## src/design/uart_baud_divisor_and_line_control_defines.svh

```systemverilog
// ----------------------------------------------------------------------------
// uart baud divisor assertion macros
// shared concurrent assertion forms, clocked and reset-gated
// ----------------------------------------------------------------------------
`ifndef UART_BAUD_DIVISOR_AND_LINE_CONTROL_DEFINES_SVH
`define UART_BAUD_DIVISOR_AND_LINE_CONTROL_DEFINES_SVH

// same-cycle implication
`define UBDLC_ASSERT_NOW(label, clk, rst_n, ante, cons, msg) \
    label: assert property (@(posedge clk) disable iff (!(rst_n)) \
        (ante) |-> (cons)) else $error(msg);

// next-cycle implication
`define UBDLC_ASSERT_NEXT(label, clk, rst_n, ante, cons, msg) \
    label: assert property (@(posedge clk) disable iff (!(rst_n)) \
        (ante) |=> (cons)) else $error(msg);

`endif

```

## src/design/ubdlc_pkg.sv

```systemverilog
// ----------------------------------------------------------------------------
// ubdlc_pkg
// types, codes and the slot pattern table for the baud divisor block
// ----------------------------------------------------------------------------
`timescale 1ns / 1ps

package ubdlc_pkg;

    localparam int RATE_W  = 32;
    localparam int BAUD_W  = 24;
    localparam int QUEUE_DEPTH_DEF = 2;

    typedef enum logic [2:0] {
        ST_OK        = 3'd0,
        ST_ZERO_BAUD = 3'd1,
        ST_BAD_DATA  = 3'd2,
        ST_BAD_PAR   = 3'd3,
        ST_BAD_STOP  = 3'd4
    } t_status;

    localparam logic [3:0] DATA_BITS_MIN = 4'd5;
    localparam logic [3:0] DATA_BITS_MAX = 4'd8;

    localparam logic [1:0] PAR_NONE = 2'd0;
    localparam logic [1:0] PAR_ODD  = 2'd1;
    localparam logic [1:0] PAR_EVEN = 2'd2;

    localparam logic [2:0] PCODE_NONE = 3'd0;
    localparam logic [2:0] PCODE_ODD  = 3'd4;
    localparam logic [2:0] PCODE_EVEN = 3'd5;

    localparam logic [1:0] STOP_ONE = 2'd1;
    localparam logic [1:0] STOP_TWO = 2'd2;

    localparam logic [15:0] SLOT_TABLE [16] = '{
        16'h0000, 16'h0080, 16'h0808, 16'h0888,
        16'h2222, 16'h4924, 16'h4a52, 16'h54aa,
        16'h5555, 16'hd555, 16'hd5d5, 16'hddd5,
        16'hdddd, 16'hdfdd, 16'hdfdf, 16'hffdf
    };

    typedef struct packed {
        logic [BAUD_W-1:0] baud_rate;
        logic [3:0]        data_bits;
        logic [1:0]        parity_mode;
        logic [1:0]        stop_bits;
    } t_uart_in;

    typedef struct packed {
        logic [2:0]        status;
        logic [RATE_W-1:0] divisor;
        logic [15:0]       frac_slot;
        logic [5:0]        line_control;
    } t_uart_out;

    // classified request handed from front to back
    typedef struct packed {
        t_status           status;
        logic [5:0]        line_control;
        logic [BAUD_W-1:0] baud_rate;
    } t_job;

endpackage

```

## src/design/ubdlc_queue.sv

```systemverilog
// ----------------------------------------------------------------------------
// ubdlc_queue
// short first-in first-out queue of classified requests
// ----------------------------------------------------------------------------
`timescale 1ns / 1ps
`include "uart_baud_divisor_and_line_control_defines.svh"

module ubdlc_queue #(
    parameter int QueueDepth = ubdlc_pkg::QUEUE_DEPTH_DEF
) (
    input  logic            i_clk,
    input  logic            i_rst_n,
    input  logic            i_push_valid,
    output logic            o_push_ready,
    input  ubdlc_pkg::t_job i_push_job,
    output logic            o_pop_valid,
    input  logic            i_pop_ready,
    output ubdlc_pkg::t_job o_pop_job
);
    import ubdlc_pkg::*;

    localparam int PtrW = (QueueDepth > 1) ? $clog2(QueueDepth) : 1;
    localparam int CntW = $clog2(QueueDepth + 1);

    t_job            r_mem [QueueDepth];
    logic [PtrW-1:0] r_wr_ptr;
    logic [PtrW-1:0] r_rd_ptr;
    logic [CntW-1:0] r_count;
    logic [PtrW-1:0] n_wr_ptr;
    logic [PtrW-1:0] n_rd_ptr;
    logic            push;
    logic            pop;

    assign o_push_ready = (r_count != CntW'(QueueDepth));
    assign o_pop_valid  = (r_count != '0);
    assign o_pop_job    = r_mem[r_rd_ptr];
    assign push         = i_push_valid && o_push_ready;
    assign pop          = o_pop_valid && i_pop_ready;

    always_comb begin
        n_wr_ptr = (r_wr_ptr == PtrW'(QueueDepth - 1)) ? '0 : r_wr_ptr + 1'b1;
        n_rd_ptr = (r_rd_ptr == PtrW'(QueueDepth - 1)) ? '0 : r_rd_ptr + 1'b1;
    end

    always_ff @(posedge i_clk) begin
        if (!i_rst_n) begin
            r_wr_ptr <= '0;
            r_rd_ptr <= '0;
            r_count  <= '0;
        end else begin
            if (push) begin
                r_wr_ptr <= n_wr_ptr;
            end
            if (pop) begin
                r_rd_ptr <= n_rd_ptr;
            end
            case ({push, pop})
                2'b10:   r_count <= r_count + 1'b1;
                2'b01:   r_count <= r_count - 1'b1;
                default: r_count <= r_count;
            endcase
        end
    end

    always_ff @(posedge i_clk) begin
        if (push) begin
            r_mem[r_wr_ptr] <= i_push_job;
        end
    end

    `UBDLC_ASSERT_NOW(a_count_bound, i_clk, i_rst_n, 1'b1, r_count <= CntW'(QueueDepth), "queue count over depth")
    `UBDLC_ASSERT_NEXT(a_push_only_grows, i_clk, i_rst_n, push && !pop, r_count == $past(r_count) + 1'b1, "push lost")
    `UBDLC_ASSERT_NOW(a_ptrs_match_empty, i_clk, i_rst_n, r_count == '0, r_wr_ptr == r_rd_ptr, "pointers differ while empty")

endmodule

```

## config.mk

```make
export PLATFORM = sky130hd
export DESIGN_NAME = ubdlc_queue
export DESIGN_NICKNAME = d
export VERILOG_FILES = /design/src/design/ubdlc_pkg.sv /design/src/design/ubdlc_queue.sv
export VERILOG_INCLUDE_DIRS = /design/src /design/src/design
export SDC_FILE = /design/constraint.sdc
export NUM_CORES = 1
export LEC_CHECK = 0
export BUFFER_PORTS_ARGS = -buffer_cell sky130_fd_sc_hd__buf_4
export CAP_MARGIN = 20
export CORE_MARGIN = 2
export CORE_UTILIZATION = 51
export DETAILED_ROUTE_END_ITERATION = 8
export HOLD_SLACK_MARGIN = 0.12
export PLACE_DENSITY_LB_ADDON = 0.05
export SYNTH_ARGS = -nofsm -noshare
export SYNTH_HDL_FRONTEND = slang
export SYNTH_SLANG_ARGS = --single-unit
```

## constraint.sdc

```tcl
create_clock -name i_clk -period 2.3 [get_ports i_clk]
set_input_delay 0.23 -clock i_clk [delete_from_list [all_inputs] [get_ports i_clk]]
set_output_delay 0.23 -clock i_clk [all_outputs]
set_load 0.01 [all_outputs]
```

# ---- Word level (Yosys, flattened, before mapping)
# Memories as Yosys holds them, arrays and structs flattened. A register that Yosys moved wholly into a read port is not among the register bits.
# Cells that the tools add are included.
dict set report totals {
  ff_bits 4
  ramBits 66
  in_bits 37
  out_inout_bits 35
  word_cells 22
  mem_count 1
}
# name depth word_bits rd rd_clocked_by_memory_dff write_ports line_no
set memory_table {}
lappend memory_table {r_mem 2 33 1 1 1 ubdlc_queue.sv:25} ;# t_job r_mem [QueueDepth];
dict set report classes {
  addsub 4
  n_eq_ne 3
  muxes 7
  n_reduce_logical 4
}
# operator count
set ops {}
lappend ops {{$mux W1} 6}
lappend ops {{$pmux W2 S2} 1}
lappend ops {{$reduce_bool A2 Y1} 2}
lappend ops {{$add A1 B1 Y1 const B} 2}
lappend ops {{$add A2 B1 Y2 const B} 1}
lappend ops {{$eq A2 B1 Y1 const B} 1}
lappend ops {{$eq A2 B2 Y1 const B} 1}
lappend ops {{$logic_and A1 B1 Y1} 2}
lappend ops {{$ne A2 B2 Y1 const B} 1}
lappend ops {{$sub A2 B1 Y2 const B} 1}

# ---- Depth between registers and ports, before layout
dict set report depth {
  depth_word 4
  ltp_mapped 6
  mapped_depth_nobuf 6
}

# ---- Worst setup path before layout
# OpenSTA, ideal clock, no wires.
dict set report synth_path {
  path_type {register to register}
  start {register r_count[0]}
  end {memory r_mem[1][0] (netlist name) (enable)}
  setup_time_ns 0.393
  t_arrival_ns 1.510
  t_required_ns 1.907
  path_slack_ns 0.396
  path_stages_with_launch 3
  path_buffers 0
  synth_period_minus_slack_ns 1.904
  cell_sequence {dfxtp_1 nand2b_1 and3_1}
}
dict set report synth_via {
  elab_chain_cells 4
}
# element line_no
set synth_lines {}
lappend synth_lines {{start: declaration} ubdlc_queue.sv:28} ;# logic [CntW-1:0] r_count;
lappend synth_lines {{start signal: assignment} ubdlc_queue.sv:58} ;# 2'b10: r_count <= r_count + 1'b1;
lappend synth_lines {{start signal: assignment} ubdlc_queue.sv:59} ;# 2'b01: r_count <= r_count - 1'b1;
lappend synth_lines {{start signal: assignment} ubdlc_queue.sv:60} ;# default: r_count <= r_count;
lappend synth_lines {{$ne A2 B2 Y1} ubdlc_queue.sv:34} ;# assign o_push_ready = (r_count != CntW'(QueueDepth));
lappend synth_lines {{via o_push_ready} ubdlc_queue.sv:14} ;# output logic o_push_ready,
lappend synth_lines {{$logic_and A1 B1 Y1} ubdlc_queue.sv:37} ;# assign push = i_push_valid && o_push_ready;
lappend synth_lines {{$mux W1} ubdlc_queue.sv:66} ;# if (push) begin
lappend synth_lines {{$mux W1 (not written as such)} ubdlc_queue.sv:67} ;# r_mem[r_wr_ptr] <= i_push_job;
lappend synth_lines {{end: declaration} ubdlc_queue.sv:25}
# The timed path passes the listed nets, and every way through them passes these cells.

==> run_results.csv <==
group,metric,value,unit
sta,slew_headroom,0.705,
setup_path,cp-end-kind,"output pin",
global_routing,antenna_found_initial,0,
die,io_pins,72,
placed_design,place.gp.congestion,0.715,
setup_path,reg2reg_slack,0.68,ns
synth,synth_area_leaders,"edfxtp_1 (76%), mux2_2 (14%), dfxtp_1 (3.8%)",
sta,period_minus_slack,1.67,ns
placed_design,portBuffers,71,
power,irDropWorstVdd,0.791,mV
setup_path,cp_common_cell,"buf_4",
finish,diodes,0,
detailed_routing,drc,0,
placed_design,dp.final_hpwl,2900,um
synth,synth_top_area_frac,0.760,
detailed_routing,drt_first_pass_iters,4,
clocking,htree_levels,3,
clocking,post_cts_buffers,0,
setup_path,crit_family,"buffers and inverters",
synth,ys_types,20,
global_routing,grt_pass1_wl,6600,um
synth,avgSynthCellArea,20.5,um2
die,coreArea,5010,um2
detailed_routing,vias,1520,
power,power_density,1020,nW/um2
global_routing,grt_pass1_vias,1474,
die,fp-row-count,26,
global_routing,grt_overflow,0,
sta,hold_viol,0,
setup_path,critPathBufInv,2,
global_routing,track_usage,0.169,
synth,synth-seq-area-share,0.798,
synth,synthesis.area,2610,um2
setup_path,start_kind,"flip-flop",
clocking,clock_sinks,71,
die,die_h,75.5,um
finish,nets,280,
setup_path,crit_arrival,1.44,ns
power,power.leakage,1.44,nW
synth,synth_nets,165,
sta,setup_viol,0,
power,power.total,3.88,mW
finish,finalNonFillerCells,317,
clocking,cts_tree,"built",
finish,finalInstanceArea,3790,um2
placed_design,dp_cells,268,
sta,tns,0,ns
status,status,"finished clean",
clocking,cts_resized,0,
detailed_routing,routed_wl,4650,um
die,die-area,5700,um2
clocking,cts.path.max_buffers,2,
finish,synthToLayoutAreaGrowth,45.1,%
detailed_routing,vias_per_cell,4.79,
sta,worst_pin_slew,0.443,ns
setup_path,worst-setup-path-type,"flip-flop to output pin",
synth,syn_inst,127,
setup_path,max_stage_delay,0.38,ns
sta,final_max_slew_viol_count,0,
run,maxCapViolCount,0,
detailed_routing,drt-wirelength-per-cell,14.7,um
finish,drive_above_1_share,0.494,
placed_design,placed_cell_area,3250,um2
sta,setup_ws,0.634,ns
global_routing,grt_max_degree,34,
clocking,path_clk_slew,0.07,ns
sta,final.period_utilization,0.725,
finish,final_common_cell,"buf_4",
clocking,clk_latency,0.33,ns
clocking,root_buffer,"clkbuf_8",
sta,grt_setup_unrepaired,"false",
die,fp.dieW,75.5,um
detailed_routing,drtIter0Drc,34,
setup_path,worstPathMaxFanout,17,
sta,max_freq,0.600,GHz
setup_path,slowest_stage,"mux2_2",
setup_path,crit_chain,"buf_4 -> mux2_2 -> buf_4",
synth,synth_area_leader_cell,"edfxtp_1",
clocking,cts_buffers,9,
setup_path,cp.required,2.07,ns
synth,ys_ff_latch,71,
placed_design,preCtsSetupSlack,0.657,ns
synth,ys_warn_count,0,
finish,final_cell_mix,"buf_4 (74), edfxtp_1 (66), mux2_2 (33), dlygate4sd3_1 (33), clkbuf_8 (9)",
worst_hold_path,hp-class,"input pin to flip-flop",
die,start_util,0.521,
detailed_routing,ant_nets,0,
sta,fin_worst_skew,0.00662,ns
[where the power goes]
group | internal, mW | leakage [nW] | switching [mW]
sequential | 1.64 | 0.659 | 0.0612
combinational | 0.650 | 0.678 | 0.516
clock | 0.596 | 0.100 | 0.418
total | 2.88 | 1.44 | 0.996
[synth_stat cells]
cell	instances
or2_2	1
mux2_2	33
and3_1	1
a21boi_1	1
nor2b_1	2
dfxtp_1	5
ha_1	1
nand2_1	1
nand2b_1	1
a21bo_2	1
buf_2	4
edfxtp_1	66
or3_1	1
xnor2_1	3
o21ai_0	1
nand3b_1	1
inv_1	1
a21boi_0	1
o21a_1	1
and2_1	1
[through the flow]
step,utilization,hold WS (ns)
after global routing,0.756,0.138
after CTS,0.756,0.132
final,0.756,0.146
after detailed placement,0.649,0.418
after global placement,0.649,0.415
after floorplan,-,0.329
[final timing paths]
kind,start,endpoint,depth (start not counted)
min reg2reg,r_count[1],r_count[1],2
max reg2reg,r_count[0],r_mem[1][24],3
max,flip-flop,o_pop_job[13],3
min,i_rst_n,r_rd_ptr,2
[logic make-up after synthesis]
kind of cell,after synthesis,synth area share
and+or+nand+nor,9,0.0211
muxes,33,0.142
buffers and inverters,5,0.00911
xor gates and xnor gates,3,0.0101
adders and majority gates,1,0.00480
AOI/OAI and AO/OA,5,0.0144
DFF,71,0.798
[sequential cells by signal, summed over array words and instances, names as in the netlist, named ones only]
register and flops:
r_wr_ptr 1, r_rd_ptr 1, r_mem 66, r_count 2
[routing by layer]
layer	vias up	routed length, um	global-route usage
met3	12	198	0.0450
met2	49	2450	0.280
met1	739	1880	0.195
met4	0	116	0.105
li1	720	-	-
met5	-	0	0
[cell type report]
type | instances | area, um2
clock buffer | 10 | 128
clock inverter | 6 | 75.1
fill | 308 | 1220
inverter | 1 | 3.75
multi-input combinational | 51 | 504
sequential | 71 | 2080
tap | 70 | 87.6
timing repair buffer | 108 | 906
[what timing repair did]
action / in CTS / in global routing
setup endpoints to repair: 0 / 0
hold buffers: 33 / 0
endpoints found under the hold margin: 66 / 0
Note: power is estimated with default switching activity, not from simulation.
