[src/design/uart_baud_divisor_and_line_control_defines.svh]
// ----------------------------------------------------------------------------
// uart baud divisor assertion macros
// shared concurrent assertion forms, clocked and reset-gated
// ----------------------------------------------------------------------------
`ifndef UART_BAUD_DIVISOR_AND_LINE_CONTROL_DEFINES_SVH
`define UART_BAUD_DIVISOR_AND_LINE_CONTROL_DEFINES_SVH

// same-cycle implication
`define UBDLC_ASSERT_NOW(label, clk, rst_n, ante, cons, msg) \
    label: assert property (@(posedge clk) disable iff (!(rst_n)) \
        (ante) |-> (cons)) else $error(msg);

// next-cycle implication
`define UBDLC_ASSERT_NEXT(label, clk, rst_n, ante, cons, msg) \
    label: assert property (@(posedge clk) disable iff (!(rst_n)) \
        (ante) |=> (cons)) else $error(msg);

`endif

[src/design/ubdlc_pkg.sv]
// ----------------------------------------------------------------------------
// ubdlc_pkg
// types, codes and the slot pattern table for the baud divisor block
// ----------------------------------------------------------------------------
`timescale 1ns / 1ps

package ubdlc_pkg;

    localparam int RATE_W  = 32;
    localparam int BAUD_W  = 24;
    localparam int QUEUE_DEPTH_DEF = 2;

    typedef enum logic [2:0] {
        ST_OK        = 3'd0,
        ST_ZERO_BAUD = 3'd1,
        ST_BAD_DATA  = 3'd2,
        ST_BAD_PAR   = 3'd3,
        ST_BAD_STOP  = 3'd4
    } t_status;

    localparam logic [3:0] DATA_BITS_MIN = 4'd5;
    localparam logic [3:0] DATA_BITS_MAX = 4'd8;

    localparam logic [1:0] PAR_NONE = 2'd0;
    localparam logic [1:0] PAR_ODD  = 2'd1;
    localparam logic [1:0] PAR_EVEN = 2'd2;

    localparam logic [2:0] PCODE_NONE = 3'd0;
    localparam logic [2:0] PCODE_ODD  = 3'd4;
    localparam logic [2:0] PCODE_EVEN = 3'd5;

    localparam logic [1:0] STOP_ONE = 2'd1;
    localparam logic [1:0] STOP_TWO = 2'd2;

    localparam logic [15:0] SLOT_TABLE [16] = '{
        16'h0000, 16'h0080, 16'h0808, 16'h0888,
        16'h2222, 16'h4924, 16'h4a52, 16'h54aa,
        16'h5555, 16'hd555, 16'hd5d5, 16'hddd5,
        16'hdddd, 16'hdfdd, 16'hdfdf, 16'hffdf
    };

    typedef struct packed {
        logic [BAUD_W-1:0] baud_rate;
        logic [3:0]        data_bits;
        logic [1:0]        parity_mode;
        logic [1:0]        stop_bits;
    } t_uart_in;

    typedef struct packed {
        logic [2:0]        status;
        logic [RATE_W-1:0] divisor;
        logic [15:0]       frac_slot;
        logic [5:0]        line_control;
    } t_uart_out;

    // classified request handed from front to back
    typedef struct packed {
        t_status           status;
        logic [5:0]        line_control;
        logic [BAUD_W-1:0] baud_rate;
    } t_job;

endpackage

[src/design/ubdlc_back.sv]
// ----------------------------------------------------------------------------
// ubdlc_back
// pipelined restoring divider, slot table lookup and result register
// ----------------------------------------------------------------------------
`timescale 1ns / 1ps
`include "uart_baud_divisor_and_line_control_defines.svh"

module ubdlc_back (
    input  logic                           i_clk,
    input  logic                           i_rst_n,
    input  logic [ubdlc_pkg::RATE_W-1:0]   i_clock_rate,
    input  logic                           i_job_valid,
    output logic                           o_job_ready,
    input  ubdlc_pkg::t_job                i_job,
    output logic                           o_out_valid,
    input  logic                           i_out_ready,
    output ubdlc_pkg::t_uart_out           o_out_data
);
    import ubdlc_pkg::*;

    // one quotient bit per stage, dividend taken msb first
    localparam int Stages = RATE_W;

    logic              r_stg_v   [Stages+1];
    logic [BAUD_W-1:0] r_stg_rem [Stages+1];
    logic [RATE_W-1:0] r_stg_quo [Stages+1];
    t_job              r_stg_job [Stages+1];

    logic              r_out_valid;
    t_uart_out         r_out;
    t_uart_out         n_out;
    logic              advance;
    logic [RATE_W-1:0] quo;
    logic [RATE_W-1:0] quo_hi;
    t_job              last_job;

    // whole pipeline moves unless a finished result is held
    assign advance     = !r_out_valid || i_out_ready;
    assign o_job_ready = advance;

    always_ff @(posedge i_clk) begin
        if (!i_rst_n) begin
            r_stg_v[0] <= 1'b0;
        end else if (advance) begin
            r_stg_v[0] <= i_job_valid;
        end
    end

    always_ff @(posedge i_clk) begin
        if (advance) begin
            r_stg_rem[0] <= '0;
            r_stg_quo[0] <= '0;
            r_stg_job[0] <= i_job;
        end
    end

    for (genvar k = 0; k < Stages; k++) begin : g_div
        logic [BAUD_W:0]   shifted;
        logic              ge;
        logic [BAUD_W:0]   diff;
        logic [BAUD_W-1:0] rem_nxt;

        always_comb begin
            shifted = {r_stg_rem[k], i_clock_rate[Stages-1-k]};
            ge      = (shifted >= {1'b0, r_stg_job[k].baud_rate});
            diff    = shifted - {1'b0, r_stg_job[k].baud_rate};
            rem_nxt = ge ? diff[BAUD_W-1:0] : shifted[BAUD_W-1:0];
        end

        always_ff @(posedge i_clk) begin
            if (!i_rst_n) begin
                r_stg_v[k+1] <= 1'b0;
            end else if (advance) begin
                r_stg_v[k+1] <= r_stg_v[k];
            end
        end

        always_ff @(posedge i_clk) begin
            if (advance) begin
                r_stg_rem[k+1] <= rem_nxt;
                r_stg_quo[k+1] <= {r_stg_quo[k][RATE_W-2:0], ge};
                r_stg_job[k+1] <= r_stg_job[k];
            end
        end
    end

    // quotient of rate/baud: upper bits less one give the divisor, low nibble the slot
    always_comb begin
        quo      = r_stg_quo[Stages];
        last_job = r_stg_job[Stages];
        quo_hi   = {4'd0, quo[RATE_W-1:4]};
        if (last_job.status == ST_OK) begin
            n_out.status       = last_job.status;
            n_out.divisor      = quo_hi - 1'b1;
            n_out.frac_slot    = SLOT_TABLE[quo[3:0]];
            n_out.line_control = last_job.line_control;
        end else begin
            n_out.status       = last_job.status;
            n_out.divisor      = '0;
            n_out.frac_slot    = '0;
            n_out.line_control = '0;
        end
    end

    always_ff @(posedge i_clk) begin
        if (!i_rst_n) begin
            r_out_valid <= 1'b0;
        end else if (advance) begin
            r_out_valid <= r_stg_v[Stages];
        end
    end

    always_ff @(posedge i_clk) begin
        if (advance) begin
            r_out <= n_out;
        end
    end

    assign o_out_valid = r_out_valid;
    assign o_out_data  = r_out;

    `UBDLC_ASSERT_NOW(a_err_zero_payload, i_clk, i_rst_n, r_out_valid && r_out.status != ST_OK, r_out.divisor == '0 && r_out.frac_slot == '0 && r_out.line_control == '0, "error beat with payload")
    `UBDLC_ASSERT_NEXT(a_stall_freezes_pipe, i_clk, i_rst_n, !advance, r_stg_v[Stages] == $past(r_stg_v[Stages]) && r_stg_v[0] == $past(r_stg_v[0]), "pipeline moved while stalled")
    `UBDLC_ASSERT_NEXT(a_last_to_out, i_clk, i_rst_n, advance && r_stg_v[Stages], r_out_valid, "finished beat dropped")

endmodule

[config.mk]
export PLATFORM = sky130hd
export DESIGN_NAME = ubdlc_back
export DESIGN_NICKNAME = d
export VERILOG_FILES = /design/src/design/ubdlc_pkg.sv /design/src/design/ubdlc_back.sv
export VERILOG_INCLUDE_DIRS = /design/src /design/src/design
export SDC_FILE = /design/constraint.sdc
export NUM_CORES = 2
export LEC_CHECK = 0
export ABC_AREA = 0
export BUFFER_PORTS_ARGS = -buffer_cell sky130_fd_sc_hd__buf_2
export CAP_MARGIN = 20
export CORE_ASPECT_RATIO = 0.5
export CORE_MARGIN = 2
export CORE_UTILIZATION = 55
export CTS_CLUSTER_SIZE = 12
export DETAILED_ROUTE_END_ITERATION = 7
export GPL_ROUTABILITY_DRIVEN = 0
export PLACE_DENSITY = 0.71
export SYNTH_ARGS = -nofsm -noshare
export SYNTH_HDL_FRONTEND = slang
export SYNTH_SLANG_ARGS = --single-unit
[constraint.sdc]
create_clock -name i_clk -period 239.2 [get_ports i_clk]
set_clock_uncertainty 0.15 [all_clocks]
set_input_delay 47.84 -clock i_clk [delete_from_list [all_inputs] [get_ports i_clk]]
set_output_delay 47.84 -clock i_clk [all_outputs]
set_load 0.01 [all_outputs]
Word-level counts from Yosys, hierarchy flattened:

Memories as Yosys holds them, arrays and structs flattened. A register that Yosys moved wholly into a read port is not among the register bits.
Index checks and enable logic that the tools add are counted.

* output and inout bits: 59
* memory bits (read-only): 256
* word-level logic and storage cells: 182
* bits of input ports: 69
* memory bits (writable): 2970
* memories: 5
* flip-flop bits (word level): 41

Memory list
* r_stg_job: depth 33, width 33, rd ports 33, clocked after memory_dff 0, wr ports 33, RTL line ubdlc_back.sv:27 `t_job r_stg_job [Stages+1];`
* r_stg_quo: depth 33, width 32, rd ports 33, clocked after memory_dff 0, wr ports 33, RTL line ubdlc_back.sv:26 `logic [RATE_W-1:0] r_stg_quo [Stages+1];`
* r_stg_rem: depth 33, width 24, rd ports 32, clocked after memory_dff 0, wr ports 33, RTL line ubdlc_back.sv:25 `logic [BAUD_W-1:0] r_stg_rem [Stages+1];`
* (no name shown): depth 16, width 16, rd ports 1, clocked after memory_dff 1, wr ports 0, RTL line ubdlc_back.sv:95 `n_out.frac_slot = SLOT_TABLE[quo[3:0]];`
* r_stg_v: depth 33, width 1, rd ports 33, clocked after memory_dff 1, wr ports 33, RTL line ubdlc_back.sv:24 `logic r_stg_v [Stages+1];`

* $lt $le $gt $ge: 32
* mux-type cells: 70
* bitwise gates (word level): 34
* reductions and logical operators: 5
* add/sub/neg operators: 33

Operators by type and width (number)
* >= comparator 25 x 24 -> 1 bit: 32
* 2-to-1 mux 24 bit: 32
* subtractor 24 bit: 32
* 2-to-1 mux 1 bit: 38
* bitwise OR 1 bit: 33
* subtractor 28 x 1 -> 29 bit (second input constant): 1
* NOT 4 -> 5 bit: 1
* zero test 1 bit: 3
* zero test 3 bit: 1
* logical OR 1 bit: 1

Longest topological paths before layout:

* word-level depth: 6
* mapped depth: 15
* gate-level depth less buffers: 13

Least setup slack after synthesis:

No wires, ideal clock.

* path kind: input to output
* from: input port i_out_ready
* to: output port o_job_ready
* data arrival time: 112298 ps
* slack: 78912 ps
* required time: 191210 ps
* buffers on the path: 1
* cell stages on the path: 3
* path through: nor2b_1 -> inv_1 -> clkbuf_1

* cells in the longest elaborated chain, start to end: 1

Ends and longest elaborated chain
* start: declaration: RTL line ubdlc_back.sv:16 `input logic i_out_ready,`
* logical OR 1 bit: RTL line ubdlc_back.sv:38 `assign advance = !r_out_valid || i_out_ready;`
* end: declaration: RTL line ubdlc_back.sv:13 `output logic o_job_ready,`

Every way passes these cells.

Final worst setup path:

Same ends and word-level chain as after synthesis.

==> out/results.ini <==
[synth]
syn_area_um2 = 119400
netlist_instances = 9356
synth_edf_count = 2420
yosysSeqAreaShare = 0.6087
yosysTopAreaCellShare = 0.6084
syn-num-nets = 10210
ys.flop_type = edfxtp_1
ys_ff_latch = 2422
async_flop_share = 0
yosys_warnings = 0
synth.most_common_cell = edfxtp_1
synthTopCellsByCount = 2420 x edfxtp_1, 921 x inv_1, 754 x ha_1
yosysTopAreaCell = edfxtp_1
synth.avg_cell_area_um2 = 12.77
ys_types = 96
synth_area_leaders = edfxtp_1 61%, ha_1 7.9%, mux2_2 3.1%

[die]
fp-row-count = 120
die_h_um = 333.5
ios = 128
core_area_um2 = 215000
die_area_um2 = 221100
die_w_um = 663.0
initial_utilization = 0.5555

[setup_path]
worstPathArrival_ps = 49030
startpoint_type = input pin
cp_data_required_time_ps = 191210
crit_fanout = 120
slowest_stage = nor2b_1
endpoint_kind = output pin
critical_path_class = in -> out
cpPeakStageDelay_ps = 420
crit_top_cell = buf_2
worstPathCellList = buf_2, nor2b_1, inv_8, buf_2

[placement]
port_buffers = 127
dp_hpwl_um = 151200

[cts]
holdBufCountCts = 0
cts_root_buf = clkbuf_16
cts_max_level = 4
clk_path_buf_depth = 4
clock_latency_ps = 890
post-cts-setup-buffers = 0
clk_pin_slew_ps = 60
cts_tree = yes
clock_sinks = 2422
post_cts_resized = 0
cts_made_buffers = 233

[global_routing]
grt_pass1_wl_um = 342400
grt_usage = 0.1885
grt-ovfl-total = 0
antenna_found_initial = 0
grt_max_degree = 193
grt_pass1_vias = 71590

[job]
cap_violations = 0

[sta]
rsz0062_at_grt = false
period_share = 0.4056
period_minus_slack_ps = 97020
timing.fmax_mhz = 10.31
tightest_slew_ps = 1165
finalHoldViolations = 0
slew_viol_final = 0
fin_setup_tns_ps = 0
relSlewSlack = 0.2165
finalSetupViolations = 0

[routing]
drtAntennaViolNets = 0
vias = 70330
wl_per_cell_um = 16.81
initialDrtViolationCount = 4036
viasPerCell = 5.614
firstDrtPassIters = 5
route.detailed.drc = 0
routed_wirelength_um = 210600

[hold_path]
worstHoldPathType = reg -> reg

[layout]
final_nets = 10450
final_util = 0.6035
fill_cells = 16330
diodes = 0
area_growth_pct = 8.629
drive_above_1_share = 0.09067

[power]
ir_worst_vdd_mv = 0.005963
power.density_nw_per_um2 = 9.513
p_leak_uw = 0.05576

[run_status]
status = completed

final timing paths:
| check | slack, ps | to | depth (start not counted) | from |
|---|---|---|---|---|
| setup / recovery | 142180 | o_job_ready | 4 | i_out_ready |
| hold / removal | 240 | r_stg_job[5][31] | 0 | r_stg_job[4][31] |
| setup reg to reg | 233420 | r_stg_quo[32][1] | 7 | o_out_valid |
| hold reg to reg | 240 | r_stg_job[5][31] | 0 | r_stg_job[4][31] |
layer usage:
metal,vias up,routed length [um],GRT usage
li1,34890,-,-
met5,-,0,0
met3,637,6994,0.02761
met2,1369,112900,0.3685
met4,0,13020,0.1082
met1,33430,77720,0.1895
cells in the final DEF (no fill, tap or decap), types with 19 or more instances in the layout:
cell       count
o31a_1        27
nand4_1       84
edfxtp_1    2420
nand2b_1     107
o31ai_1       44
clkbuf_16    234
mux2_4        22
clkbuf_1      46
nor2b_1      121
o41ai_1       21
a21boi_0      32
nand3_1      142
nor4_1        40
a211oi_1      52
and2_1        49
ha_1         754
o21a_1       109
fa_1          30
a211o_1       25
o21bai_1      54
and3_1        94
or3_1         29
xor2_1       209
o211ai_1      23
a31oi_1       81
nor2_1       583
mux2_2       330
or2_2         31
and4_1        19
nand2_1      465
nor3_1       103
xnor2_1      383
a41oi_1       19
a21oi_1      674
buf_4         51
o21ai_0      465
buf_2        128
inv_1        920
a21o_1       327
mux2i_1       31
cell type report:
type / instances / area (um2) / area share
sequential: 2422 / 72710 / 0.5604
clock buffer: 280 / 6028 / 0.04646
clock inverter: 20 / 186.4 / 0.001437
inverter: 922 / 3468 / 0.02673
multi-input combinational: 5830 / 42580 / 0.3282
timing repair buffer: 187 / 1186 / 0.009142
tap: 2867 / 3587 / 0.02765
critical path, delay by kind of cell:
family,cells,cell delay [ps]
buf+inv,3,730
simple gates,1,420
kinds of logic (layout without fill, tap and decap cells):
group,Yosys count,in the layout,share of synthesized area
AOI/OAI and AO/OA,2145,2145,0.1138
and+or+nand+nor,1917,1917,0.07713
buffers and inverters,1104,1409,0.03563
muxes,392,392,0.03732
adders and majority gates,784,784,0.08401
xor gates and xnor gates,592,592,0.04341
DFF,2422,2422,0.6087
sequential cells by signal, indices dropped and copies added, names as in the netlist:
name	count
o_out_data	51
o_out_valid	1
r_stg_job	1065
r_stg_quo	528
r_stg_rem	744
r_stg_v	33
stage by stage:
step                      total power [uW]  instance area (um2)  worst slack (ps)  cells  hold WS, ps
final                                 1234               129800            142180  12530        240.9
after floorplan                      840.9               119400             78910   9356        250.3
after detailed placement             915.4               123500            142160  12230        254.5
after global routing                  1306               129800            142050  12530        250.6
after global placement               904.6               123500            142180  12220        250.2
after CTS                             1241               129700            142160  12530        247.1
where the power goes:
part	internal (uW)	switching, uW
registers	536	25.7
logic	161	189
clock network	176	146
Note: power is estimated with default switching activity, not from simulation.
