## src/design/uart_baud_divisor_and_line_control_defines.svh

```systemverilog
// ----------------------------------------------------------------------------
// uart baud divisor assertion macros
// shared concurrent assertion forms, clocked and reset-gated
// ----------------------------------------------------------------------------
`ifndef UART_BAUD_DIVISOR_AND_LINE_CONTROL_DEFINES_SVH
`define UART_BAUD_DIVISOR_AND_LINE_CONTROL_DEFINES_SVH

// same-cycle implication
`define UBDLC_ASSERT_NOW(label, clk, rst_n, ante, cons, msg) \
    label: assert property (@(posedge clk) disable iff (!(rst_n)) \
        (ante) |-> (cons)) else $error(msg);

// next-cycle implication
`define UBDLC_ASSERT_NEXT(label, clk, rst_n, ante, cons, msg) \
    label: assert property (@(posedge clk) disable iff (!(rst_n)) \
        (ante) |=> (cons)) else $error(msg);

`endif

```

## src/design/ubdlc_pkg.sv

```systemverilog
// ----------------------------------------------------------------------------
// ubdlc_pkg
// types, codes and the slot pattern table for the baud divisor block
// ----------------------------------------------------------------------------
`timescale 1ns / 1ps

package ubdlc_pkg;

    localparam int RATE_W  = 32;
    localparam int BAUD_W  = 24;
    localparam int QUEUE_DEPTH_DEF = 2;

    typedef enum logic [2:0] {
        ST_OK        = 3'd0,
        ST_ZERO_BAUD = 3'd1,
        ST_BAD_DATA  = 3'd2,
        ST_BAD_PAR   = 3'd3,
        ST_BAD_STOP  = 3'd4
    } t_status;

    localparam logic [3:0] DATA_BITS_MIN = 4'd5;
    localparam logic [3:0] DATA_BITS_MAX = 4'd8;

    localparam logic [1:0] PAR_NONE = 2'd0;
    localparam logic [1:0] PAR_ODD  = 2'd1;
    localparam logic [1:0] PAR_EVEN = 2'd2;

    localparam logic [2:0] PCODE_NONE = 3'd0;
    localparam logic [2:0] PCODE_ODD  = 3'd4;
    localparam logic [2:0] PCODE_EVEN = 3'd5;

    localparam logic [1:0] STOP_ONE = 2'd1;
    localparam logic [1:0] STOP_TWO = 2'd2;

    localparam logic [15:0] SLOT_TABLE [16] = '{
        16'h0000, 16'h0080, 16'h0808, 16'h0888,
        16'h2222, 16'h4924, 16'h4a52, 16'h54aa,
        16'h5555, 16'hd555, 16'hd5d5, 16'hddd5,
        16'hdddd, 16'hdfdd, 16'hdfdf, 16'hffdf
    };

    typedef struct packed {
        logic [BAUD_W-1:0] baud_rate;
        logic [3:0]        data_bits;
        logic [1:0]        parity_mode;
        logic [1:0]        stop_bits;
    } t_uart_in;

    typedef struct packed {
        logic [2:0]        status;
        logic [RATE_W-1:0] divisor;
        logic [15:0]       frac_slot;
        logic [5:0]        line_control;
    } t_uart_out;

    // classified request handed from front to back
    typedef struct packed {
        t_status           status;
        logic [5:0]        line_control;
        logic [BAUD_W-1:0] baud_rate;
    } t_job;

endpackage

```

## src/design/ubdlc_front.sv

```systemverilog
// ----------------------------------------------------------------------------
// ubdlc_front
// accepts requests, checks the format and builds the line-control code
// ----------------------------------------------------------------------------
`timescale 1ns / 1ps

module ubdlc_front (
    input  logic                 i_clk,
    input  logic                 i_rst_n,
    input  logic                 i_in_valid,
    output logic                 o_in_ready,
    input  ubdlc_pkg::t_uart_in  i_in_data,
    output logic                 o_push_valid,
    input  logic                 i_push_ready,
    output ubdlc_pkg::t_job      o_push_job
);
    import ubdlc_pkg::*;

    logic    r_valid;
    t_job    r_job;
    t_job    n_job;
    t_status st;
    logic [2:0] pcode;
    logic [1:0] dcode;
    logic       scode;
    logic       accept;

    always_comb begin
        if (i_in_data.data_bits < DATA_BITS_MIN || i_in_data.data_bits > DATA_BITS_MAX) begin
            st = ST_BAD_DATA;
        end else if (i_in_data.parity_mode != PAR_NONE && i_in_data.parity_mode != PAR_ODD
                     && i_in_data.parity_mode != PAR_EVEN) begin
            st = ST_BAD_PAR;
        end else if (i_in_data.stop_bits != STOP_ONE && i_in_data.stop_bits != STOP_TWO) begin
            st = ST_BAD_STOP;
        end else if (i_in_data.baud_rate == '0) begin
            st = ST_ZERO_BAUD;
        end else begin
            st = ST_OK;
        end

        case (i_in_data.parity_mode)
            PAR_ODD:  pcode = PCODE_ODD;
            PAR_EVEN: pcode = PCODE_EVEN;
            default:  pcode = PCODE_NONE;
        endcase

        dcode = 2'(i_in_data.data_bits - DATA_BITS_MIN);
        scode = (i_in_data.stop_bits == STOP_TWO);

        n_job.status       = st;
        n_job.line_control = (st == ST_OK) ? {pcode, scode, dcode} : 6'd0;
        n_job.baud_rate    = i_in_data.baud_rate;
    end

    assign o_in_ready   = !r_valid || i_push_ready;
    assign accept       = i_in_valid && o_in_ready;
    assign o_push_valid = r_valid;
    assign o_push_job   = r_job;

    always_ff @(posedge i_clk) begin
        if (!i_rst_n) begin
            r_valid <= 1'b0;
        end else if (accept) begin
            r_valid <= 1'b1;
        end else if (i_push_ready) begin
            r_valid <= 1'b0;
        end
    end

    always_ff @(posedge i_clk) begin
        if (accept) begin
            r_job <= n_job;
        end
    end

endmodule

```

## config.mk

```make
export PLATFORM = sky130hd
export DESIGN_NAME = ubdlc_front
export DESIGN_NICKNAME = d
export VERILOG_FILES = /design/src/design/uart_baud_divisor_and_line_control_defines.svh /design/src/design/ubdlc_pkg.sv /design/src/design/ubdlc_front.sv
export SDC_FILE = /design/constraint.sdc
export NUM_CORES = 1
export LEC_CHECK = 0
export BUFFER_PORTS_ARGS = -buffer_cell sky130_fd_sc_hd__buf_2
export CORE_MARGIN = 3
export CORE_UTILIZATION = 42
export CTS_BUF_LIST = sky130_fd_sc_hd__clkbuf_4 sky130_fd_sc_hd__clkbuf_8 sky130_fd_sc_hd__clkbuf_16
export DETAILED_ROUTE_END_ITERATION = 7
export PLACE_DENSITY_LB_ADDON = 0.25
export SYNTH_ARGS = -nofsm -noshare
export SYNTH_HDL_FRONTEND = slang
export SYNTH_SLANG_ARGS = --single-unit
```

## constraint.sdc

```tcl
create_clock -name i_clk -period 1.85 [get_ports i_clk]
set_input_delay 0.37 -clock i_clk [delete_from_list [all_inputs] [get_ports i_clk]]
set_output_delay 0.37 -clock i_clk [all_outputs]
set_load 0.05 [all_outputs]
```

# Word level (Yosys, flattened, before mapping)
# Cells that the tools add are included.
# totals
word_cells,32
reg_bits,34
mem_count,0
romBits,0
latch_bits,0
mem_bits_rw,0
# op_classes
n_reduce_logical,11
n_eq_ne,7
order_cmp,2
mul,0
shift,0
n_div,0
muxes,7
bitwise,0
add_sub_neg,1
# op_table
op,n
$logic_not 24->1,1
$mux 3,3
$pmux 3 s2,1
$eq 2x2->1 const B,2
$gt 4x4->1 const B,1
$logic_and 1x1->1,4
$lt 4x3->1 const B,1
$ne 2x1->1 const B,2
$ne 2x2->1 const B,2
$reduce_bool 2->1,2
$logic_not 3->1,1
$mux 1,3
$eq 2x1->1 const B,1
$logic_or 1x1->1,2
$sub 2x1->2 const B,1
$logic_not 1->1,1

# Longest topological paths before layout
# Gate-level depths: netlist (run 1).
# depth
ltp_word,6
ltp_mapped,6

# Worst setup path after synthesis (run 1)
# No wires, ideal clock.
# synth_path
path_type,reg2reg
start,"reg r_valid, in the netlist o_push_valid"
end,"reg r_job, in the netlist o_push_job[0], enable pin"
arrival_ps,1839
n_path_buf,0
required_time_ps,1458
setup_slack_ps,-381
stages_incl_launch_ff,3
cell_sequence,dfxtp_1 nand2b_1 and2_1
# synth_between
elab_chain_len,3
# synth_rtl
element,line,source
"start, declared",ubdlc_front.sv:19,logic r_valid;
"start signal, assigned",ubdlc_front.sv:63,r_valid <= 1'b0;
"start signal, assigned",ubdlc_front.sv:65,r_valid <= 1'b1;
"start signal, assigned",ubdlc_front.sv:67,r_valid <= 1'b0;
$logic_not 1->1,ubdlc_front.sv:56,assign o_in_ready = !r_valid || i_push_ready;
$logic_or 1x1->1,ubdlc_front.sv:56,
net o_in_ready,ubdlc_front.sv:11,"output logic o_in_ready,"
$logic_and 1x1->1,ubdlc_front.sv:57,assign accept = i_in_valid && o_in_ready;
net accept,ubdlc_front.sv:26,logic accept;
"end signal, assigned",ubdlc_front.sv:73,r_job <= n_job;
"end, declared",ubdlc_front.sv:20,t_job r_job;
# The timed path passes the listed nets, and every way through them passes these cells.
# A chain may end at the register's enable or synchronous reset.

# Worst setup path after layout (run 1)
# layout_path
start,in i_in_data[0] (netlist name)
end,"reg r_job, in the netlist o_push_job[27], data pin"
# layout_between
elab_chain_len,6
# layout_rtl
element,line,source
"start, declared",ubdlc_front.sv:12,"input ubdlc_pkg::t_uart_in i_in_data,"
$ne 2x1->1 or $ne 2x2->1 (tied branches),ubdlc_front.sv:34,end else if (i_in_data.stop_bits != STOP_ONE && i_in_data.stop_bits != STOP_TWO) begin
$logic_and 1x1->1 (*),ubdlc_front.sv:34,
$mux 3 (*),ubdlc_front.sv:34,
$mux 3 (*),ubdlc_front.sv:31,end else if (i_in_data.parity_mode != PAR_NONE && i_in_data.parity_mode != PAR_ODD
$mux 3 (*),ubdlc_front.sv:29,if (i_in_data.data_bits < DATA_BITS_MIN || i_in_data.data_bits > DATA_BITS_MAX) begin
$logic_not 3->1 (*),ubdlc_front.sv:52,"n_job.line_control = (st == ST_OK) ? {pcode, scode, dcode} : 6'd0;"
# Every way passes the cells marked *; elsewhere a longest branch is shown, timed or not.

==> results of run 1 <==
-- critical path: cells and delay by family --
kind,cells,cell delay [ps]
and+or+nand+nor,4,720
adders and majority gates,1,290
buffers and inverters,2,100
-- metrics by stage --
| step | util | power [mW] | worst slack (ps) | hold slack (ps) | instances |
|---|---|---|---|---|---|
| 5_1_grt | 0.6037 | 1.615 | 337.1 | 207.7 | 178 |
| 3_3_place_gp | 0.5857 | 1.192 | 129.0 | 504.0 | 170 |
| 2_1_floorplan | - | 1.101 | 94.77 | 468.9 | 70 |
| 3_5_place_dp | 0.5857 | 1.199 | 56.10 | 521.7 | 170 |
| 6_report | 0.6037 | 1.539 | 431.9 | 234.4 | 178 |
| 4_1_cts | 0.6037 | 1.561 | 411.7 | 222.2 | 178 |
-- state kept, by name, indices dropped and copies added (netlist names) --
name and cells:
o_push_job 32, o_push_valid 1
-- cell usage after synthesis (all sizes together), types with 2 or more instances --
library cell / n / share of area
edfxtp: 32 / 0.77
ha: 4 / 0.040
inv: 6 / 0.018
nand2: 3 / 0.0091
nor2: 3 / 0.0091
nor3: 2 / 0.017
nor4: 8 / 0.045
nor4b: 2 / 0.014
-- layer usage --
layer,GRT usage,share of wire,wire length [µm],vias to the layer above
met5,0,0,0,-
met4,0.05696,0.010,25,0
met3,0.07447,0.10,253,2
met2,0.2361,0.51,1270,42
met1,0.1653,0.37,921,389
li1,-,-,-,419
-- worst max path at each step --
stage,start,endpoint,slack [ps],cells past startpoint
final,i_in_data[0],o_push_job[27]$_SDFFCE_PP0P_,430,7
after floorplan,o_push_valid$_SDFFE_PN0P_,o_push_job[0]$_DFFE_PP_,90,2
after CTS,i_in_data[0],o_push_job[27]$_SDFFCE_PP0P_,410,7
after global placement,i_in_data[0],o_push_job[26]$_SDFFCE_PP0P_,130,7
after global routing,i_in_data[0],o_push_job[26]$_SDFFCE_PP0P_,340,7
after detailed placement,i_in_data[0],o_push_job[27]$_SDFFCE_PP0P_,60,7
-- logic make-up after synthesis --
kind of cell | synth area share
AOI/OAI and AO/OA | 0.02820
adders and majority gates | 0.04028
buffers and inverters | 0.02417
DFF | 0.7895
other | 0.003018
and+or+nand+nor | 0.1148
-- power groups by stage --
stage	clock network, mW	registers, mW	logic [mW]
5_1_grt	0.413	0.885	0.317
6_report	0.361	0.880	0.297
3_5_place_dp	0	0.899	0.300
3_3_place_gp	0	0.896	0.296
4_1_cts	0.379	0.881	0.300
2_1_floorplan	0	1.05	0.0506
-- area by class of cell --
cell class | count | area (µm²) | area share
flip-flops and latches | 33 | 980.9 | 0.5842
repair buffers | 70 | 352.8 | 0.2101
multi-input cells | 30 | 234.0 | 0.1393
well taps | 31 | 38.79 | 0.02310
clock buffers | 5 | 37.54 | 0.02235
inverters | 6 | 22.52 | 0.01341
clock inverters | 3 | 12.51 | 0.007452
==> reports/summary.json, run 1 <==
{
  "run_status": {
    "status": "finished, final reports clean"
  },
  "timing": {
    "rsz0062_at_grt": "no",
    "final.setup_skew_ps": 6.283,
    "finalCriticalPeriod_ps": 1418,
    "report.final.setup_viol": 0,
    "final-hold-violation-count": 0,
    "final.setup.tns_ps": 0,
    "layout_worst_path_cycle_share": 0.7665,
    "timing_max_transition_violations_final": 0,
    "max_freq_ghz": 0.7052
  },
  "synth": {
    "synth-edff-count": 32,
    "syn-num-nets": 110,
    "synth-seq-area-share": 0.7895,
    "synth_top_flop_cell": "sky130_fd_sc_hd__edfxtp_1",
    "mapped_area_um2": 1242,
    "yosysWarnings": 0,
    "postSynthCellCount": 70,
    "avgSynthCellArea_um2": 17.75,
    "synth-seq-cells": 33,
    "synth.lib_cells_used.distinct": 20,
    "async_set_reset_flop_share_out_of_synthesis": 0
  },
  "drt": {
    "route.detailed.vias_per_inst": 4.787,
    "post-route-drc-count": 0,
    "initialDrtViolationCount": 13,
    "dr_total_vias": 852,
    "antenna_left": 0,
    "routed_wl_mm": 2.470,
    "post_drt_wl_per_cell_um": 13.88,
    "first_pass_drt_iterations": 4
  },
  "placed_design": {
    "dp_hpwl_mm": 1.947,
    "gp_congestion": 0.7153,
    "dpl_cell_area_um2": 1629,
    "buffer_ports.inserted": 69
  },
  "cts": {
    "clock_sink_count": 33,
    "htree_levels": 2,
    "cts_setup_buffers": 0,
    "clock-root-buffer": "sky130_fd_sc_hd__clkbuf_4",
    "cts_buffers": 5,
    "clock_slew_at_the_register_clock_pins_of_the_worst_setup_and_hold_paths_ps": 100,
    "total_of_cells_resized_after_clock_tree_synthesis": 0,
    "clk_latency_ps": 320,
    "cts_max_path_buffers": 2,
    "clock_tree_from_tritoncts": "done",
    "cts.hold.buffers_added": 0
  },
  "layout": {
    "mostFrequentLayoutCells": "sky130_fd_sc_hd__buf_2 (69), sky130_fd_sc_hd__edfxtp_1 (32), sky130_fd_sc_hd__nor4_1 (7)",
    "insertedDiodeCount": 0,
    "layout.filler_cells": 220,
    "stdcell_area_um2": 1679,
    "layout_overhead_on_the_synthesized_area_pct": 35.15,
    "nNetsFinal": 186,
    "drive_above_1_share": 0.5442,
    "layout_commonest_cell": "sky130_fd_sc_hd__buf_2"
  },
  "floorplan": {
    "die-width_um": 60.39,
    "floorplan.initialDensity": 0.4467,
    "fp.coreArea_um2": 2781,
    "io_pins": 71,
    "rows": 19,
    "y_dimension_of_the_die_um": 60.39,
    "die_area_um2": 3647
  },
  "worst_setup_path": {
    "critical-path-slowest-cell": "sky130_fd_sc_hd__nor3_4",
    "setup.worst_path.end_class": "flop",
    "setup.worst_path.class": "primary input to flop",
    "critPathMaxStageDelay_ps": 310,
    "r2r_cells": 2,
    "crit-reg2reg-launch": "o_push_valid$_SDFFE_PN0P_",
    "worst_endpoint_required_time_ps": 1920,
    "r2r_setup_slack_ps": 670,
    "worst_r2r_endpoint": "o_push_job[32]$_DFFE_PP_",
    "worstSetupStartpointType": "primary input",
    "critical_path.cell_chain": "buf_2, inv_1, ha_1, nor4_1, nand2_1, nor3_4, nor4b_1",
    "critical_path_arrival_ps": 1490,
    "largest_fanout_on_the_critical_path": 6
  },
  "hold_path": {
    "timing.hold.worst.class": "primary input to flop",
    "whs_path_depth": 1,
    "worst_hold_end": "o_push_job[14]$_DFFE_PP_",
    "hold_path.startpoint": "i_in_data[22]"
  },
  "pwr": {
    "power.share.clock": 0.235,
    "power_leakage_nw": 0.7430,
    "power.share.combinational": 0.193,
    "share_seq_of_total_power": 0.572,
    "p_int_mw": 1.080,
    "sw_frac_of_total": 0.2984,
    "power.switching_uw": 459.1,
    "p_per_area_nw_per_um2": 916.5,
    "maximum_resistive_drop_on_vdd_mv": 0.6600
  },
  "global_routing": {
    "antenna_found_initial": 0,
    "wire_length_of_the_first_global_routing_pass_mm": 3.684,
    "grtUsageTotal": 0.1461,
    "grt_pass1_vias": 836,
    "leftover_overflow_at_the_end_of_global_routing": 0,
    "grt_max_degree": 33
  },
  "flow_run": {
    "maxCapViolCount": 0
  }
}
Power figures use the tool's default switching activity.
==> run 2: changes to the inputs <==
Settings changed: CORE_UTILIZATION 42 to 38.
Clock period 1.85 ns to 1.1 ns, I/O delays scaled along.
==> run 2 against run 1 <==
Against the previous run:
- largest power group unchanged
- clock-buffer cell count is 1 higher
- highest routed layer unchanged
- the run now ends with negative setup slack left
- largest cell class unchanged
- die area increased by 9.5%
- flip-flop and latch count unchanged
- cell area is 28% higher
- critical endpoint is now o_in_ready
==> reports/summary.json, run 2 (synthesis gave the netlist of run 1 again) <==
{
  "worst_setup_path": {
    "critical_path.cell_chain": "nand2b_4, buf_8",
    "critPathMaxStageDelay_ps": 360,
    "worst_endpoint_required_time_ps": 880,
    "largest_fanout_on_the_critical_path": 3,
    "r2r_cells": 3,
    "critical-path-slowest-cell": "sky130_fd_sc_hd__dfxtp_4",
    "worstSetupStartpointType": "flop",
    "setup.worst_path.end_class": "output pin",
    "setup.worst_path.class": "flop to output pin",
    "critical_path_arrival_ps": 900
  },
  "placed_design": {
    "dpl_cell_area_um2": 1747,
    "buffer_ports.inserted": 69,
    "post-place-cells": 190,
    "gp_congestion": 0.7502,
    "dp_hpwl_mm": 2.024
  },
  "floorplan": {
    "y_dimension_of_the_die_um": 63.18,
    "die-width_um": 63.18,
    "fp.coreArea_um2": 3078,
    "die_area_um2": 3992,
    "floorplan.initialDensity": 0.4037,
    "rows": 20,
    "io_pins": 71
  },
  "timing": {
    "max_freq_ghz": 0.8902,
    "finalCriticalPeriod_ps": 1123,
    "final.setup_skew_ps": 3.560,
    "report.final.setup_viol": 16,
    "timing_max_transition_violations_final": 0,
    "postLayoutSetupSlackWorst_ps": -23.37,
    "final-hold-violation-count": 0,
    "rsz0062_at_grt": "yes",
    "layout_worst_path_cycle_share": 1.021
  },
  "layout": {
    "final-instance-count-excl-fill": 199,
    "insertedDiodeCount": 0,
    "nNetsFinal": 194,
    "drive_above_1_share": 0.6581,
    "mostFrequentLayoutCells": "sky130_fd_sc_hd__buf_2 (34), sky130_fd_sc_hd__buf_6 (34), sky130_fd_sc_hd__edfxtp_1 (32)",
    "layout_overhead_on_the_synthesized_area_pct": 72.71,
    "layout.filler_cells": 208,
    "largest_reg_flops": 32,
    "stdcell_area_um2": 2146
  },
  "cts": {
    "clock_sink_count": 33,
    "cts_buffers": 5,
    "cts_max_path_buffers": 2,
    "clk_latency_ps": 320,
    "clock-root-buffer": "sky130_fd_sc_hd__clkbuf_4",
    "clock_tree_from_tritoncts": "done",
    "htree_levels": 2,
    "clock_slew_at_the_register_clock_pins_of_the_worst_setup_and_hold_paths_ps": 100
  },
  "drt": {
    "post_drt_wl_per_cell_um": 14.13,
    "dr_total_vias": 899,
    "initialDrtViolationCount": 20,
    "route.detailed.vias_per_inst": 4.518,
    "antenna_left": 0,
    "post-route-drc-count": 0,
    "routed_wl_mm": 2.812,
    "first_pass_drt_iterations": 3
  },
  "pwr": {
    "maximum_resistive_drop_on_vdd_mv": 0.8819,
    "power_leakage_nw": 0.8936,
    "p_total_mw": 3.033,
    "p_per_area_nw_per_um2": 1414
  },
  "run_status": {
    "failed_checks": "negative setup slack",
    "status": "complete, but fails checks"
  },
  "global_routing": {
    "grt_pass1_vias": 946,
    "leftover_overflow_at_the_end_of_global_routing": 0,
    "grtUsageTotal": 0.1484,
    "wire_length_of_the_first_global_routing_pass_mm": 4.381,
    "antenna_found_initial": 0,
    "grt_max_degree": 25
  },
  "hold_path": {
    "timing.hold.worst.class": "primary input to flop",
    "whs_path_depth": 1
  },
  "flow_run": {
    "maxCapViolCount": 0
  }
}
==> run 2: power by group <==
group	internal (mW)	leakage, nW	switching [mW]
Combinational	0.254	0.531	0.412
Sequential	1.46	0.319	0.0357
Clock	0.498	0.0433	0.370
==> run 2: worst max-delay path, delay by kind of cell, from the launching register on <==
family / cells / cell delay (ps)
buf+inv: 1 / 140
flops: 1 / 360
simple gates: 1 / 80
==> run 2: metal layers <==
layer,up-vias,part of all wire,global-route usage
met5,-,0,0
met4,0,0.016,0.05660
met3,5,0.081,0.06595
met2,40,0.54,0.2569
met1,419,0.36,0.1586
li1,435,-,-
==> run 2: final cells by class <==
cell class / count / area [µm²] / share of cell area
clock buffers: 6 / 45.04 / 0.02099
flip-flops and latches: 33 / 984.7 / 0.4589
clock inverters: 2 / 33.78 / 0.01574
repair buffers: 78 / 655.6 / 0.3055
multi-input cells: 30 / 336.6 / 0.1569
inverters: 6 / 35.03 / 0.01633
well taps: 44 / 55.05 / 0.02566
==> run 2: what timing repair did <==
item | 4_1_cts | 5_1_grt
cloned | 0 | 0
buffers inserted | 1 | 0
hold buffers | 0 | 0
setup endpoints to repair | 40 | 40
endpoints found under the hold margin | 0 | 0
resized for setup | 78 | 8
pin swaps | 5 | 2
==> run 2: path summary, 6_finish.rpt <==
check                                                from                        end  slack, ps
worst max-delay path            o_push_valid$_SDFFE_PN0P_                 o_in_ready        -20
worst min-delay path                        i_in_data[13]    o_push_job[5]$_DFFE_PP_         80
worst max register to register  o_push_valid$_SDFFE_PN0P_    o_push_job[7]$_DFFE_PP_         30
worst min register to register  o_push_valid$_SDFFE_PN0P_  o_push_valid$_SDFFE_PN0P_        550
==> run 2: stage by stage <==
step,setup TNS (ps),utilization,hold slack (ps),worst slack (ps)
floorplan,-7043,-,318.9,-197.2
global placement,-2724,0.5675,412.6,-437.9
detailed placement,-2927,0.5675,414.3,-477.3
CTS,-963.2,0.6805,65.84,-48.63
global route,-2378,0.6972,35.05,-94.39
finish,-135.3,0.6972,84.62,-23.37
